### src/sta_pkg.sv
// Shared types and constants for the striped tag allocator.
package sta_pkg;

   // Field widths.
   localparam int TAG_W    = 31;
   localparam int WS_W     = 16;
   localparam int STATUS_W = 2;
   localparam int CSR_IDX_W = 2;
   localparam int PROD_W   = TAG_W + WS_W;

   // Reset value of the local index bound.
   localparam logic [TAG_W-1:0] INDEX_LIMIT_RESET = 31'd2100000000;

   // Request kinds.
   localparam logic KIND_GET    = 1'b0;
   localparam logic KIND_RETURN = 1'b1;

   // Configuration register indexes.
   localparam logic [CSR_IDX_W-1:0] CSR_WORLD_SIZE  = 2'd0;
   localparam logic [CSR_IDX_W-1:0] CSR_RANK        = 2'd1;
   localparam logic [CSR_IDX_W-1:0] CSR_INDEX_LIMIT = 2'd2;

   // Response status codes.
   typedef enum logic [STATUS_W-1:0] {
      STATUS_OK          = 2'd0,
      STATUS_EXHAUSTED   = 2'd1,
      STATUS_WRONG_OWNER = 2'd2,
      STATUS_STACK_FULL  = 2'd3
   } status_type;

endpackage

### src/sta_divider.sv
// Bit-serial restoring divider: tag divided by world size, one quotient bit per cycle.
module sta_divider (
   input  logic                       clock,
   input  logic                       reset,
   input  logic                       start,
   input  logic [sta_pkg::TAG_W-1:0]  dividend,
   input  logic [sta_pkg::WS_W-1:0]   divisor,
   output logic                       done,
   output logic [sta_pkg::TAG_W-1:0]  quotient,
   output logic [sta_pkg::WS_W-1:0]   remainder
);
   import sta_pkg::*;

   localparam int CNT_W = $clog2(TAG_W);

   logic [TAG_W-1:0] quo_ff, quo_in;
   logic [WS_W-1:0]  rem_ff, rem_in;
   logic [WS_W-1:0]  div_ff, div_in;
   logic [CNT_W-1:0] count_ff, count_in;
   logic             run_ff, run_in;
   logic             done_ff, done_in;

   logic [WS_W:0]    rem_shift;
   logic [WS_W:0]    rem_diff;
   logic             fits;

   // One restoring step: shift in the next dividend bit and try to subtract.
   always_comb begin
      rem_shift = {rem_ff, quo_ff[TAG_W-1]};
      fits      = rem_shift >= {1'b0, div_ff};
      rem_diff  = rem_shift - {1'b0, div_ff};
   end

   // Next-state logic of the iteration.
   always_comb begin
      quo_in   = quo_ff;
      rem_in   = rem_ff;
      div_in   = div_ff;
      count_in = count_ff;
      run_in   = run_ff;
      done_in  = 1'b0;
      if (start) begin
         quo_in   = dividend;
         rem_in   = '0;
         div_in   = divisor;
         count_in = CNT_W'(TAG_W - 1);
         run_in   = 1'b1;
      end else if (run_ff) begin
         quo_in   = {quo_ff[TAG_W-2:0], fits};
         rem_in   = fits ? rem_diff[WS_W-1:0] : rem_shift[WS_W-1:0];
         count_in = count_ff - CNT_W'(1);
         if (count_ff == '0) begin
            run_in  = 1'b0;
            done_in = 1'b1;
         end
      end
   end

   always_ff @(posedge clock) begin
      if (reset) begin
         run_ff  <= 1'b0;
         done_ff <= 1'b0;
      end else begin
         run_ff  <= run_in;
         done_ff <= done_in;
      end
      quo_ff   <= quo_in;
      rem_ff   <= rem_in;
      div_ff   <= div_in;
      count_ff <= count_in;
   end

   assign done      = done_ff;
   assign quotient  = quo_ff;
   assign remainder = rem_ff;

endmodule

### config.mk
export PLATFORM = sky130hd
export DESIGN_NAME = sta_divider
export DESIGN_NICKNAME = d
export VERILOG_FILES = /design/src/sta_pkg.sv /design/src/sta_divider.sv
export SDC_FILE = /design/constraint.sdc
export NUM_CORES = 1
export LEC_CHECK = 0
export ABC_AREA = 1
export BUFFER_PORTS_ARGS = -buffer_cell sky130_fd_sc_hd__buf_4
export CELL_PAD_IN_SITES_DETAIL_PLACEMENT = 1
export CELL_PAD_IN_SITES_GLOBAL_PLACEMENT = 1
export CORE_MARGIN = 4
export CORE_UTILIZATION = 35
export CTS_CLUSTER_DIAMETER = 120
export DETAILED_ROUTE_END_ITERATION = 8
export GPL_ROUTABILITY_DRIVEN = 1
export MAX_ROUTING_LAYER = met4
export PLACE_DENSITY_LB_ADDON = 0.05
export SETUP_SLACK_MARGIN = 0.1
export SYNTH_ARGS = -nofsm -noshare
export SYNTH_HDL_FRONTEND = slang
export SYNTH_SLANG_ARGS = --single-unit
### constraint.sdc
create_clock -name clock -period 1.8 [get_ports clock]
set_input_delay 0.36 -clock clock [delete_from_list [all_inputs] [get_ports clock]]
set_output_delay 0.36 -clock clock [all_outputs]
set_load 0.01 [all_outputs]
==> summary.md, run 1 <==
| Metric | Value |
|---|---|
| Outcome | complete, but fails checks |
| Violations in the final reports | setup timing |
| Most prevalent standard cell on the critical path | sky130_fd_sc_hd__nand2_1 |
| Slack of the critical path | -94.5 ps |
| Routability Congestion | a little under 0.8 |
| Hold-fix buffers, CTS | 0 |
| Largest net degree at the start of global routing | 32 |
| Max-Slew Margin vs Limit | between 70% and 80% |
| Non-filler cells, final | approximately 810 |
| Max Fclk | between 500 and 600 MHz |
| Clock latency of the later-clocked register in the worst-skew pair | around 340 ps |
| Total number of vias | between 3,000 and 4,000 |
| RSZ-0062 raised after global routing | true |
| Category of the worst setup path launch point | register |
| Worst-Margin Slew | between 400 and 500 ps |
| Sequential-to-total area share from yosys stat | 46.4% |
| Highest-utilization routing layer at the global route stage | met2 |
| Slowest cell on the critical path | sky130_fd_sc_hd__edfxtp_1 |
| Floorplan die area | approximately 13,000 µm² |
| Port Buffers | just under 100 |
| Row count | 38 |
| Gr usage total | a little over a fifth |
| Filler cell count in the final layout | ~1,300 |
| CTS tree | built |
| Initial DRT Pass Iterations | 4 |
| Average cell area after synthesis | 7.94 µm² |
| Clock root buffer | sky130_fd_sc_hd__clkbuf_16 |
| Met1 Resource Use GR | between 20% and 30% |
| Worst path buffer plus inverter count | 3 |
| Highest ir drop seen on vdd | about 0.0007 V |
| Crit end category | register |
| Met2 layer usage reported by global route | ~36% |
| Die span in y | 115 µm |
| Clock period minus final worst setup slack | between 1500 and 2000 ps |
| Async S/R FF share, synth | 0% |
| Kind of critical path | register to register |
| Share of Yosys cell area claimed by the top area cell type | about a third |
| Biggest fanout along the worst timing path | 8 |
| DRC viols | 0 |
| Syn Std Cell Area | a little over 4000 µm² |
| Leading post-synthesis cells by instance count | sky130_fd_sc_hd__nand2_1, sky130_fd_sc_hd__inv_1, sky130_fd_sc_hd__edfxtp_1, sky130_fd_sc_hd__nand3_1, sky130_fd_sc_hd__dfxtp_1 |
| Warnings, synthesis | 0 |
| Via count of the first global-routing pass | between 4,000 and 5,000 |
| Longest individual stage delay on the worst path | 380 ps |
| Post-CTS clock slew at the launch and capture registers of the worst setup and hold paths | roughly 50 ps |
| Io pins | a little under 100 |
| Initial antenna violation count | 0 |
| Cell count after synthesis | 508 |
| Instance area at placement | roughly 5300 µm² |
| Area added between synthesis and finish | 52.2% |
| Final setup fails | 16 |
| Synth unique cells | 35 |
| Final Total Pwr | between 0.004 and 0.005 W |
| Total number of H-tree levels | 3 |
| Final worst path period share | 105% |
| Total CTS buffers | 9 |
| Initial standard-cell utilization of the core | 36.4% |
| Total Nets Final | 731 |
| Average detailed-routed wire length per instance | roughly 17 µm |
| Leakage power of the design | about 3 nW |
| Dominant cells by area after synthesis | sky130_fd_sc_hd__edfxtp_1, sky130_fd_sc_hd__nand2_1, sky130_fd_sc_hd__dfxtp_1 |
| Fraction of layout cells with a size suffix above 1 | a little over two fifths |
| Total negative setup slack | -905 ps |
| Wire length after detailed routing | between 10,000 and 15,000 µm |
| #FFs+latches synth | 70 |
| Worst EP arrival | 2120 ps |
| Antenna cells | 0 |
| Count of endpoints failing hold in the final timing report | 0 |
| PwrDens | around 750 nW/µm² |
| Die Span X | 115 µm |
| Net count of the mapped netlist | 576 |
| Cell with the most instances after synthesis | sky130_fd_sc_hd__nand2_1 |
| Worst Hold Class | input pin to register |
| Violation count after the first detailed-route iteration | around 150 |
| Number of enable-type register cells in the synthesized netlist | 47 |
| Fraction of met3 tracks used by global routing | 6.95% |
| Critical path's top delay family | simple AND/OR/NAND/NOR gates |
| Post-Route Hold Slack | 188 ps |
| ANT nets after route | 0 |
| Max Clock Skew | roughly 4.4 ps |
| Aggregate global routing overflow | 0 |
| Summed area of non-filler cells in the final layout | 6140 µm² |
| HPWL after detailed placement | 9060 µm |
| Most used flip-flop cell after synthesis | sky130_fd_sc_hd__edfxtp_1 |
| Clk sinks | 70 |
| Wire length of the first global-routing pass | 21,000 µm |
| Core Region | 11,100 µm² |
| Ordered list of cells on the worst path | inv_2, ha_4, nand2_1, nand2_1, nand2_1, nand2_1, inv_2, nand3_4, nand2_8, buf_12, nand3b_1, nand3_2, nand2_1 |
| Max-cap violations | 0 |
| Count of placed standard cells including taps | ~770 |
| Number of vias per cell after detailed routing | roughly 4.9 |
| CP required | approximately 2000 ps |
| Number of slew-limit violations in the final report | 0 |
| Maximum clock insertion buffer count | 2 |
| Cell taking the most area after synthesis | sky130_fd_sc_hd__edfxtp_1 |
[through the flow]
| step | util [%] | setup WS [ps] |
|---|---|---|
| CTS | 53.4 | -39.4 |
| finish | 55.4 | -94.5 |
| detailed placement | 48.1 | -127 |
| floorplan | - | 101 |
| global placement | 48.1 | -93.9 |
| global route | 55.4 | -207 |
[registers in the layout, indices dropped and copies added, names as in the netlist]
signal,count
count_ff,5
div_ff,16
done,1
quotient,31
remainder,16
run_ff,1
[logic make-up after synthesis]
family / share of synthesized area (%)
flops: 46.4
buf+inv: 8.57
simple gates: 35.1
fa+ha+maj: 5.77
compound gates: 2.82
xor+xnor: 1.30
[cells in the final DEF, fill, tap and decap left out, types with 2 or more instances in the layout]
cell type / count
sky130_fd_sc_hd__nand4_1: 4
sky130_fd_sc_hd__nand2_8: 3
sky130_fd_sc_hd__buf_12: 5
sky130_fd_sc_hd__clkbuf_1: 2
sky130_fd_sc_hd__dfxtp_2: 8
sky130_fd_sc_hd__dfxtp_1: 15
sky130_fd_sc_hd__ha_4: 15
sky130_fd_sc_hd__nor2_1: 14
sky130_fd_sc_hd__o21ai_0: 4
sky130_fd_sc_hd__xnor2_1: 3
sky130_fd_sc_hd__nand3_2: 12
sky130_fd_sc_hd__xnor2_2: 2
sky130_fd_sc_hd__nor2_2: 4
sky130_fd_sc_hd__buf_4: 150
sky130_fd_sc_hd__clkbuf_16: 9
sky130_fd_sc_hd__inv_2: 20
sky130_fd_sc_hd__edfxtp_1: 47
sky130_fd_sc_hd__nand3b_1: 18
sky130_fd_sc_hd__nor3_1: 2
sky130_fd_sc_hd__bufinv_16: 2
sky130_fd_sc_hd__nand3_1: 16
sky130_fd_sc_hd__nand2_2: 26
sky130_fd_sc_hd__a21oi_1: 7
sky130_fd_sc_hd__inv_4: 2
sky130_fd_sc_hd__a21oi_2: 4
sky130_fd_sc_hd__nor2_4: 2
sky130_fd_sc_hd__nand2_1: 195
sky130_fd_sc_hd__ha_1: 2
sky130_fd_sc_hd__nand2_4: 12
sky130_fd_sc_hd__nor3_2: 3
sky130_fd_sc_hd__inv_1: 45
[power breakdown]
part           internal, W  switching, W
registers          0.00185     0.0000637
logic             0.000395      0.000427
clock network      0.00120      0.000686
total              0.00345       0.00118
[per-layer routing]
layer | share of wire [%] | wire, µm | vias to the layer above
met2 | 52 | 7030 | 97
met1 | 41 | 5540 | 1912
met3 | 5.2 | 704 | 17
li1 | - | - | 1916
met5 | 0 | 0 | -
met4 | 1.4 | 187 | 0
[final cells by class]
cell class	count	area [µm²]	area share, %
multi-input cells	358	2270	37.0
flip-flops and latches	70	1880	30.7
repair buffers	156	1240	20.2
inverters	68	264	4.30
clock buffers	11	233	3.79
well taps	140	175	2.85
clock inverters	4	72.6	1.18
[what timing repair did]
action / 4_1_cts / 5_1_grt
resized for setup: 44 / 40
pin swaps: 30 / 31
endpoints found under the setup margin: 17 / 17
cloned: 1 / 0
buffers inserted: 14 / 9
[worst reg2reg max path: cells and delay by family (launching register included)]
family	cells	cell delay (ps)
and+or+nand+nor	9	850
DFF	1	380
buffers and inverters	3	340
adders and majority gates	1	210
[worst paths after layout]
kind / end / slack [ps] / startpoint / cells past startpoint
max: remainder[5]$_SDFFE_PP0P_ / -90 / div_ff[6]$_DFFE_PP_ / 13
max reg2reg: remainder[5]$_SDFFE_PP0P_ / -90 / div_ff[6]$_DFFE_PP_ / 13
min: done$_SDFF_PP0_ / 190 / reset / 2
min reg2reg: remainder[7]$_SDFFE_PP0P_ / 490 / remainder[7]$_SDFFE_PP0P_ / 2
No activity file was read; power rests on OpenSTA's default activity.
==> run 2: changes to the inputs <==
--- a/config.mk
+++ b/config.mk
@@ -10,7 +10,7 @@
 export CELL_PAD_IN_SITES_DETAIL_PLACEMENT = 1
 export CELL_PAD_IN_SITES_GLOBAL_PLACEMENT = 1
 export CORE_MARGIN = 4
-export CORE_UTILIZATION = 35
+export CORE_UTILIZATION = 30
 export CTS_CLUSTER_DIAMETER = 120
 export DETAILED_ROUTE_END_ITERATION = 8
 export GPL_ROUTABILITY_DRIVEN = 1
==> run 2 against run 1 <==
Effect of this change: the run still ends with setup timing left; critical path type unchanged; fmax rose by 1.3%; critical path depth rose by 1; clock power fell by 7%; utilization fell by 8.5 points.
==> summary.md, run 2 (synthesis gave the netlist of run 1 again) <==
| Metric | Value |
|---|---|
| Outcome | complete, but fails checks |
| Violations in the final reports | setup timing |
| Setup slack on the worst flop-to-flop path | -70 ps (+20 ps) |
| DRC viols | 0 (unchanged) |
| Gr usage total | 17.9% (-3.1 points) |
| Die Span X | 124 µm (+7.5%) |
| Worst path buffer plus inverter count | 4 (+1) |
| Met3 Wirelength | 582 µm (-17%) |
| Met1 wire length | 5650 µm (+1.9%) |
| Max Fclk | 535 MHz (+1.3%) |
| Leading cell types in the layout, fill and taps excluded | sky130_fd_sc_hd__nand2_1, sky130_fd_sc_hd__buf_4, sky130_fd_sc_hd__edfxtp_1, sky130_fd_sc_hd__inv_1, sky130_fd_sc_hd__nand2_2 |
| Filler cell count in the final layout | 1,553 (+17%) |
| ANT nets after route | 0 (unchanged) |
| Crit end category | register |
| Total Nets Final | 731 (unchanged) |
| Antenna cells | 0 (unchanged) |
| HPWL after detailed placement | 9340 µm (+3.0%) |
| Wire length of the first global-routing pass | 20,500 µm (-2.4%) |
| Biggest fanout along the worst timing path | 5 (-3) |
| Clock latency of the later-clocked register in the worst-skew pair | 340 ps (about the same) |
| Final setup fails | 12 (-4) |
| Critical path's top delay family | simple AND/OR/NAND/NOR gates |
| Post-Route Hold Slack | 186 ps (-2.16 ps) |
| Critical path endpoint | remainder[6]$_SDFFE_PP0P_ |
| Summed area of non-filler cells in the final layout | 6190 µm² (+0.82%) |
| Clock period minus final worst setup slack | 1870 ps (-23.8 ps) |
| Total number of H-tree levels | 3 (unchanged) |
| Final worst path period share | 104% (-1.3 points) |
| Fraction of layout cells with a size suffix above 1 | 44.2% (+0.98 points) |
| RSZ-0062 raised after global routing | true |
| Floorplan die area | 15,400 µm² (+15%) |
| Area of combinational cells with multiple inputs | 2270 µm² (-0.11%) |
| Core Region | 13,200 µm² (+19%) |
| PwrDens | 723 nW/µm² (-4.1%) |
| CTS tree | built |
| Leakage power of the design | 3.07 nW (-0.43%) |
| Average detailed-routed wire length per instance | 15.3 µm (-8.4%) |
| Die span in y | 124 µm (+7.5%) |
| Wire length after detailed routing | 12,900 µm (-4.2%) |
| Initial DRT Pass Iterations | 4 (unchanged) |
| Worst EP arrival | 2100 ps (-20 ps) |
| Total CTS buffers | 9 (unchanged) |
| CP required | 2030 ps (about the same) |
| Worst-Margin Slew | 432 ps (+11.2 ps) |
| Slowest cell on the critical path | sky130_fd_sc_hd__edfxtp_1 |
| Max reg flops | 31 (unchanged) |
| Slack of the critical path | -70.8 ps (+23.8 ps) |
| FF/Latch Area | 1880 µm² (about the same) |
| Initial standard-cell utilization of the core | 30.6% (-5.8 points) |
| Aggregate global routing overflow | 0 (unchanged) |
| Met2 wire length | 6440 µm (-8.3%) |
| Total stage count of the critical path | 14 (+1) |
| Largest net degree at the start of global routing | 32 (unchanged) |
| Worst Hold Class | input pin to register |
| Kind of critical path | register to register |
| Instance area at placement | 5440 µm² (+2.3%) |
| Number of vias per cell after detailed routing | 4.56 (-6.7%) |
| Highest ir drop seen on vdd | 0.000406 V (-41%) |
| Port Buffers | 97 (unchanged) |
| Clock root buffer | sky130_fd_sc_hd__clkbuf_16 |
| Via count of the first global-routing pass | 4,266 (-0.54%) |
| Ordered list of cells on the worst path | inv_2, ha_4, nand2_2, inv_2, nand2_2, nor2_4, nand3_2, nand2_4, nor2_8, buf_12, buf_16, nand3b_1, nand3_1, nand2_1 |
| Setup slack at placement | -101 ps (+26.3 ps) |
| Util after Layout | 46.9% (-8.5 points) |
| Worst reg2reg endpoint | remainder[6]$_SDFFE_PP0P_ |
| Io pins | 98 (unchanged) |
| Uppermost metal layer occupied by signal nets | met4 |
| Maximum clock insertion buffer count | 2 (unchanged) |
| Max-cap violations | 0 (unchanged) |
| Launch instance of the worst register-to-register path | div_ff[6]$_DFFE_PP_ |
| Depth of the most critical reg-to-reg path | 14 (+1) |
| Routability Congestion | 0.768 (-2.9%) |
| Total number of vias | 3,847 (-2.4%) |
| Count of endpoints failing hold in the final timing report | 0 (unchanged) |
| Longest individual stage delay on the worst path | 370 ps (about the same) |
| Violation count after the first detailed-route iteration | 137 (-6.8%) |
| Number of slew-limit violations in the final report | 0 (unchanged) |
| Row count | 42 (+11%) |
| Max Clock Skew | 8.71 ps (+4.28 ps) |
| Max-Slew Margin vs Limit | 71.2% (-0.75 points) |
| Initial antenna violation count | 0 (unchanged) |
| Clk sinks | 70 (unchanged) |
| Crit path from | div_ff[6]$_DFFE_PP_ |
| Category of the worst setup path launch point | register |
| Commonest non-fill, non-tap cell in the layout | sky130_fd_sc_hd__nand2_1 |
| Post-CTS clock slew at the launch and capture registers of the worst setup and hold paths | 60 ps (about the same) |
| Area added between synthesis and finish | 53.4% |
run 2: changes by cell type in the layout (fill, tap and decap cells not counted), sizes merged:
cell	before	now
bufinv	2	1
clkinvlp	1	2
clkinv	2	3
run 2: per-layer routing:
metal	up-vias	GRT usage (%)
met3	11	4.54
met2	69	29.5
met5	-	-
met1	1841	21.3
met4	0	6.57
li1	1926	-
run 2: worst min-delay path by stage:
stage | start | end | cells after the start
finish | reset | done$_SDFF_PP0_ | 2
global route | divisor[12] | div_ff[12]$_DFFE_PP_ | 1
CTS | reset | done$_SDFF_PP0_ | 2
detailed placement | count_ff[4]$_SDFFE_PP1P_ | count_ff[4]$_SDFFE_PP1P_ | 1
global placement | count_ff[4]$_SDFFE_PP1P_ | count_ff[4]$_SDFFE_PP1P_ | 1
floorplan | reset | done$_SDFF_PP0_ | 1
run 2: per-stage QoR:
stage          cells  setup TNS [ps]  power, W
6_report         844            -245   0.00447
5_1_grt          844           -2210   0.00468
4_1_cts          840            -108   0.00448
3_5_place_dp     814           -1130   0.00266
3_3_place_gp     814           -1240   0.00265
2_1_floorplan    508               0   0.00229
run 2: worst reg2reg max path: stages, from the launching register on:
cell and delay, ps:
sky130_fd_sc_hd__edfxtp_1 370, sky130_fd_sc_hd__inv_2 80, sky130_fd_sc_hd__ha_4 220, sky130_fd_sc_hd__nand2_2 80, sky130_fd_sc_hd__inv_2 40, sky130_fd_sc_hd__nand2_2 90
sky130_fd_sc_hd__nor2_4 50, sky130_fd_sc_hd__nand3_2 90, sky130_fd_sc_hd__nand2_4 70, sky130_fd_sc_hd__nor2_8 170, sky130_fd_sc_hd__buf_12 140, sky130_fd_sc_hd__buf_16 120
sky130_fd_sc_hd__nand3b_1 90, sky130_fd_sc_hd__nand3_1 120, sky130_fd_sc_hd__nand2_1 50
run 2: power breakdown:
group / total, W / switching [W] / internal [W]
Combinational: 0.000807 / 0.000417 / 0.000390
Clock: 0.00175 / 0.000691 / 0.00106
Sequential: 0.00191 / 0.0000609 / 0.00185
run 2: repair_timing:
item / in CTS / in global routing
gates cloned: 2 / 0
hold buffers: 0 / 0
endpoints found under the setup margin: 17 / 17
pin swaps: 20 / 28
gates resized for setup: 47 / 46
buffers inserted: 8 / 6
run 2: area by class of cell:
| class | instances | share of cell area, % |
|---|---|---|
| multi-input cells | 358 | 36.7 |
| flip-flops and latches | 70 | 30.4 |
| repair buffers | 156 | 20.5 |
| inverters | 68 | 4.27 |
| clock buffers | 11 | 3.76 |
| well taps | 176 | 3.56 |
| clock inverters | 5 | 0.809 |
==> run 3: changes to the inputs <==
--- a/config.mk
+++ b/config.mk
@@ -5,7 +5,6 @@
 export SDC_FILE = /design/constraint.sdc
 export NUM_CORES = 1
 export LEC_CHECK = 0
-export ABC_AREA = 1
 export BUFFER_PORTS_ARGS = -buffer_cell sky130_fd_sc_hd__buf_4
 export CELL_PAD_IN_SITES_DETAIL_PLACEMENT = 1
 export CELL_PAD_IN_SITES_GLOBAL_PLACEMENT = 1
==> run 3 against run 2 <==
Effect of this change: the flow still finishes with violations (setup timing); wire length shrank 20%; die area shrank 9.0%; global-route usage shrank 2.5 points; via count shrank 23%; non-clock buffer count grew 18; utilization grew 2.5 points; final cell count shrank 26%; clock power grew 9%; synthesized area shrank 9.7%; clock-buffer cell count grew 1; critical path depth shrank 6; register-to-register slack lost 370 ps; largest power group unchanged.
==> summary.md, run 3 <==
| Metric | Value |
|---|---|
| Worst min-delay path endpoint | run_ff$_SDFF_PP0_ |
| ANT nets after route | 0 (unchanged) |
| #FFs+latches synth | 70 (unchanged) |
| Kind of critical path | register to register |
| Average cell area after synthesis | 12.1 µm² (+52%) |
| Synth unique cells | 56 (+60%) |
| Antenna cells | 0 (unchanged) |
| Warnings, synthesis | 0 (unchanged) |
| Highest ir drop seen on vdd | 0.000688 V (+70%) |
| Leakage power of the design | 2.45 nW (-20%) |
| Commonest non-fill, non-tap cell in the layout | sky130_fd_sc_hd__buf_4 |
| Area added between synthesis and finish | 58.1% |
| Cell with the most instances after synthesis | sky130_fd_sc_hd__edfxtp_1 |
| Depth of the most critical reg-to-reg path | 8 (-6) |
| Io pins | 98 (unchanged) |
| Floorplan die area | 14,000 µm² (-9.0%) |
| Filler cell count in the final layout | 1,242 (-20%) |
| Share of total power consumed by net switching | 25.3% (-0.86 points) |
| Relative contribution of the clock network to total power | 39.0% (-0.2 points) |
| Outcome | complete, but fails checks |
| Cell count after synthesis | 301 (-41%) |
| RSZ-0062 raised after global routing | true |
| Most used flip-flop cell after synthesis | sky130_fd_sc_hd__edfxtp_1 |
| Max-cap violations | 0 (unchanged) |
| Number of enable-type register cells in the synthesized netlist | 47 (unchanged) |
| Number of vias per cell after detailed routing | 4.78 (+4.9%) |
| Critical path's top delay family | compound AO/OA/AOI/OAI gates |
| Violation count after the first detailed-route iteration | 84 (-39%) |
| Aggregate global routing overflow | 0 (unchanged) |
| Count of endpoints failing hold in the final timing report | 0 (unchanged) |
| Maximum clock insertion buffer count | 2 (unchanged) |
| Row count | 39 (-7.1%) |
| Syn Std Cell Area | 3640 µm² (-9.7%) |
| Wire length after detailed routing | 10,300 µm (-20%) |
| Longest individual stage delay on the worst path | 370 ps (about the same) |
| Max-Slew Margin vs Limit | 71.3% (+0.097 points) |
| Total number of H-tree levels | 3 (unchanged) |
| Core Region | 11,700 µm² (-12%) |
| Clock latency of the later-clocked register in the worst-skew pair | 340 ps (about the same) |
| Biggest fanout along the worst timing path | 4 (-1) |
| Startpoint of the tightest hold check path | reset |
| Max Fclk | 447 MHz (-16%) |
| Initial standard-cell utilization of the core | 31.2% (+0.67 points) |
| HPWL after detailed placement | 7480 µm (-20%) |
| Sequential-to-total area share from yosys stat | 51.4% (+5.0 points) |
| Leading post-synthesis cells by instance count | sky130_fd_sc_hd__edfxtp_1, sky130_fd_sc_hd__mux2_2, sky130_fd_sc_hd__dfxtp_1, sky130_fd_sc_hd__inv_1, sky130_fd_sc_hd__nand2_1 |
| Category of the worst setup path launch point | register |
| Via count of the first global-routing pass | 3,341 (-22%) |
| Async S/R FF share, synth | 0% (unchanged) |
| Total CTS buffers | 9 (unchanged) |
| Util after Layout | 49.4% (+2.5 points) |
| Total negative setup slack | -5990 ps (-5750 ps) |
| P_int | 0.00364 W (+10%) |
| DRC viols | 0 (unchanged) |
| Max Clock Skew | 9.72 ps (+1.01 ps) |
| Share of Yosys cell area claimed by the top area cell type | 38.7% (+3.7 points) |
| Routability Congestion | 0.806 (+5.0%) |
| Worst-Margin Slew | 430 ps (-1.46 ps) |
| Port Buffers | 97 (unchanged) |
| Sequential Power Share | 39.7% (-3.1 points) |
| Final worst path period share | 124% (+20 points) |
| Die span in y | 118 µm (-4.6%) |
| Die Span X | 118 µm (-4.6%) |
| Crit end category | register |
| CTS tree | built |
| Total Nets Final | 542 (-26%) |
| Dominant cells by area after synthesis | sky130_fd_sc_hd__edfxtp_1, sky130_fd_sc_hd__dfxtp_1, sky130_fd_sc_hd__mux2_2 |
| Number of slew-limit violations in the final report | 0 (unchanged) |
| Wire length of the first global-routing pass | 16,700 µm (-19%) |
| Worst EP arrival | 2330 ps (+230 ps) |
| Worst Hold Class | input pin to register |
| Clock period minus final worst setup slack | 2240 ps (+367 ps) |
| Ordered list of cells on the worst path | inv_2, ha_4, a21o_1, a211oi_4, o311ai_2, o211a_4, buf_6, mux2_2 |
| Initial DRT Pass Iterations | 4 (unchanged) |
| CP required | 1890 ps (-140 ps) |
| Cell taking the most area after synthesis | sky130_fd_sc_hd__edfxtp_1 |
| Clk sinks | 70 (unchanged) |
| Slowest cell on the critical path | sky130_fd_sc_hd__edfxtp_1 |
| Combinational group share of total power | 21.3% (+3.3 points) |
| Final setup fails | 17 (+5) |
| Worst path buffer plus inverter count | 2 (-2) |
| Average detailed-routed wire length per instance | 16.6 µm (+8.5%) |
| Net count of the mapped netlist | 369 (-36%) |
| Depth of the worst hold-timing path | 2 (unchanged) |
| Max reg flops | 31 (unchanged) |
| Slack of the critical path | -438 ps (-367 ps) |
| Launch instance of the worst register-to-register path | div_ff[14]$_DFFE_PP_ |
| Largest net degree at the start of global routing | 48 (+50%) |
| Clock root buffer | sky130_fd_sc_hd__clkbuf_16 |
| PwrDens | 845 nW/µm² (+17%) |
| Setup slack on the worst flop-to-flop path | -440 ps (-370 ps) |
| Net switching power | 0.00123 W (+5.2%) |
| Initial antenna violation count | 0 (unchanged) |
| Post-CTS clock slew at the launch and capture registers of the worst setup and hold paths | 60 ps (about the same) |
| Gr usage total | 15.4% (-2.5 points) |
| Leading cell types in the layout, fill and taps excluded | sky130_fd_sc_hd__buf_4, sky130_fd_sc_hd__edfxtp_1, sky130_fd_sc_hd__mux2_2, sky130_fd_sc_hd__nand2_1, sky130_fd_sc_hd__dfxtp_1 |
| Fraction of layout cells with a size suffix above 1 | 56.6% (+12 points) |
| Worst reg2reg endpoint | quotient[0]$_DFFE_PP_ |
| Violations in the final reports | setup timing |
| Total number of vias | 2,975 (-23%) |
==> run 3: cell count changes after synthesis, sizes merged, moves of 6 or more <==
cell	delta
nand3b	-18
a21o	+6
nand2	-212
nand3	-27
o21ai	+8
a211oi	+6
mux2	+31
nor2	-9
inv	-45
mux2i	+12
xor2	+7
==> run 3: worst max-delay path by stage <==
stage / startpoint / to / slack (ps) / depth (start not counted)
floorplan: quotient[30]$_DFFE_PP_ / remainder[8]$_SDFFE_PP0P_ / -420 / 10
global placement: quotient[30]$_DFFE_PP_ / remainder[12]$_SDFFE_PP0P_ / -490 / 11
detailed placement: quotient[30]$_DFFE_PP_ / remainder[12]$_SDFFE_PP0P_ / -490 / 11
CTS: div_ff[0]$_DFFE_PP_ / remainder[8]$_SDFFE_PP0P_ / -450 / 9
global route: div_ff[0]$_DFFE_PP_ / remainder[8]$_SDFFE_PP0P_ / -560 / 9
finish: div_ff[14]$_DFFE_PP_ / quotient[0]$_DFFE_PP_ / -440 / 8
==> run 3: layer usage <==
layer  vias up  routed length, µm  share of wire [%]  global-route usage (%)
met5         -                  0                  0                       -
met4         0                133                1.3                    4.32
met3        10                600                5.8                    6.11
met2        75               5100                 50                    25.2
met1      1427               4470                 43                    17.5
li1       1463                  -                  -                       -
==> run 3: kinds of logic (layout without fill, tap and decap cells) <==
group	count (synthesis)	in the layout	synth area share, %
mux	43	43	12.9
flops	70	70	51.4
compound gates	57	57	12.3
simple gates	62	62	8.79
fa+ha+maj	18	18	6.39
buf+inv	34	212	4.19
xor+xnor	17	17	4.09
==> run 3: power groups by stage <==
stage / Clock, W / Sequential [W] / Combinational (W)
3_5_place_dp: 0 / 0.00196 / 0.000948
5_1_grt: 0.00204 / 0.00195 / 0.00113
3_3_place_gp: 0 / 0.00196 / 0.000934
6_report: 0.00190 / 0.00193 / 0.00104
4_1_cts: 0.00197 / 0.00193 / 0.000999
2_1_floorplan: 0 / 0.00200 / 0.000431
==> run 3: layout make-up <==
| cell class | count | area, µm² | share of cell area [%] |
|---|---|---|---|
| Clock buffer | 12 | 268 | 4.65 |
| Clock inverter | 4 | 52.6 | 0.913 |
| Inverter | 22 | 86.3 | 1.50 |
| Multi-Input combinational cell | 197 | 1920 | 33.3 |
| Sequential cell | 70 | 1880 | 32.6 |
| Tap cell | 143 | 179 | 3.11 |
| Timing Repair Buffer | 174 | 1380 | 23.9 |
==> run 3: what timing repair did <==
action / in CTS / in global routing
resized for setup: 20 / 23
hold buffers: 0 / 0
endpoints found under the setup margin: 17 / 17
gates cloned: 0 / 1
pin swaps: 11 / 19
setup buffers: 5 / 6
==> run 3: per-stage QoR <==
| stage | total power [W] | worst slack (ps) | area [µm²] | cells | hold WS (ps) |
|---|---|---|---|---|---|
| 2_1_floorplan | 0.00243 | -423 | 3750 | 301 | 432 |
| 3_3_place_gp | 0.00289 | -487 | 5090 | 594 | 484 |
| 3_5_place_dp | 0.00291 | -493 | 5090 | 594 | 489 |
| 4_1_cts | 0.00490 | -448 | 5570 | 615 | 167 |
| 5_1_grt | 0.00513 | -563 | 5760 | 622 | 165 |
| 6_report | 0.00487 | -438 | 5760 | 622 | 185 |
==> run 3: worst register-to-register path: stages, from the launching register on <==
cell and delay (ps):
sky130_fd_sc_hd__edfxtp_1 370, sky130_fd_sc_hd__inv_2 80, sky130_fd_sc_hd__ha_4 200, sky130_fd_sc_hd__a21o_1 190, sky130_fd_sc_hd__a211oi_4 290, sky130_fd_sc_hd__o311ai_2 160, sky130_fd_sc_hd__o211a_4 310, sky130_fd_sc_hd__buf_6 140
sky130_fd_sc_hd__mux2_2 260
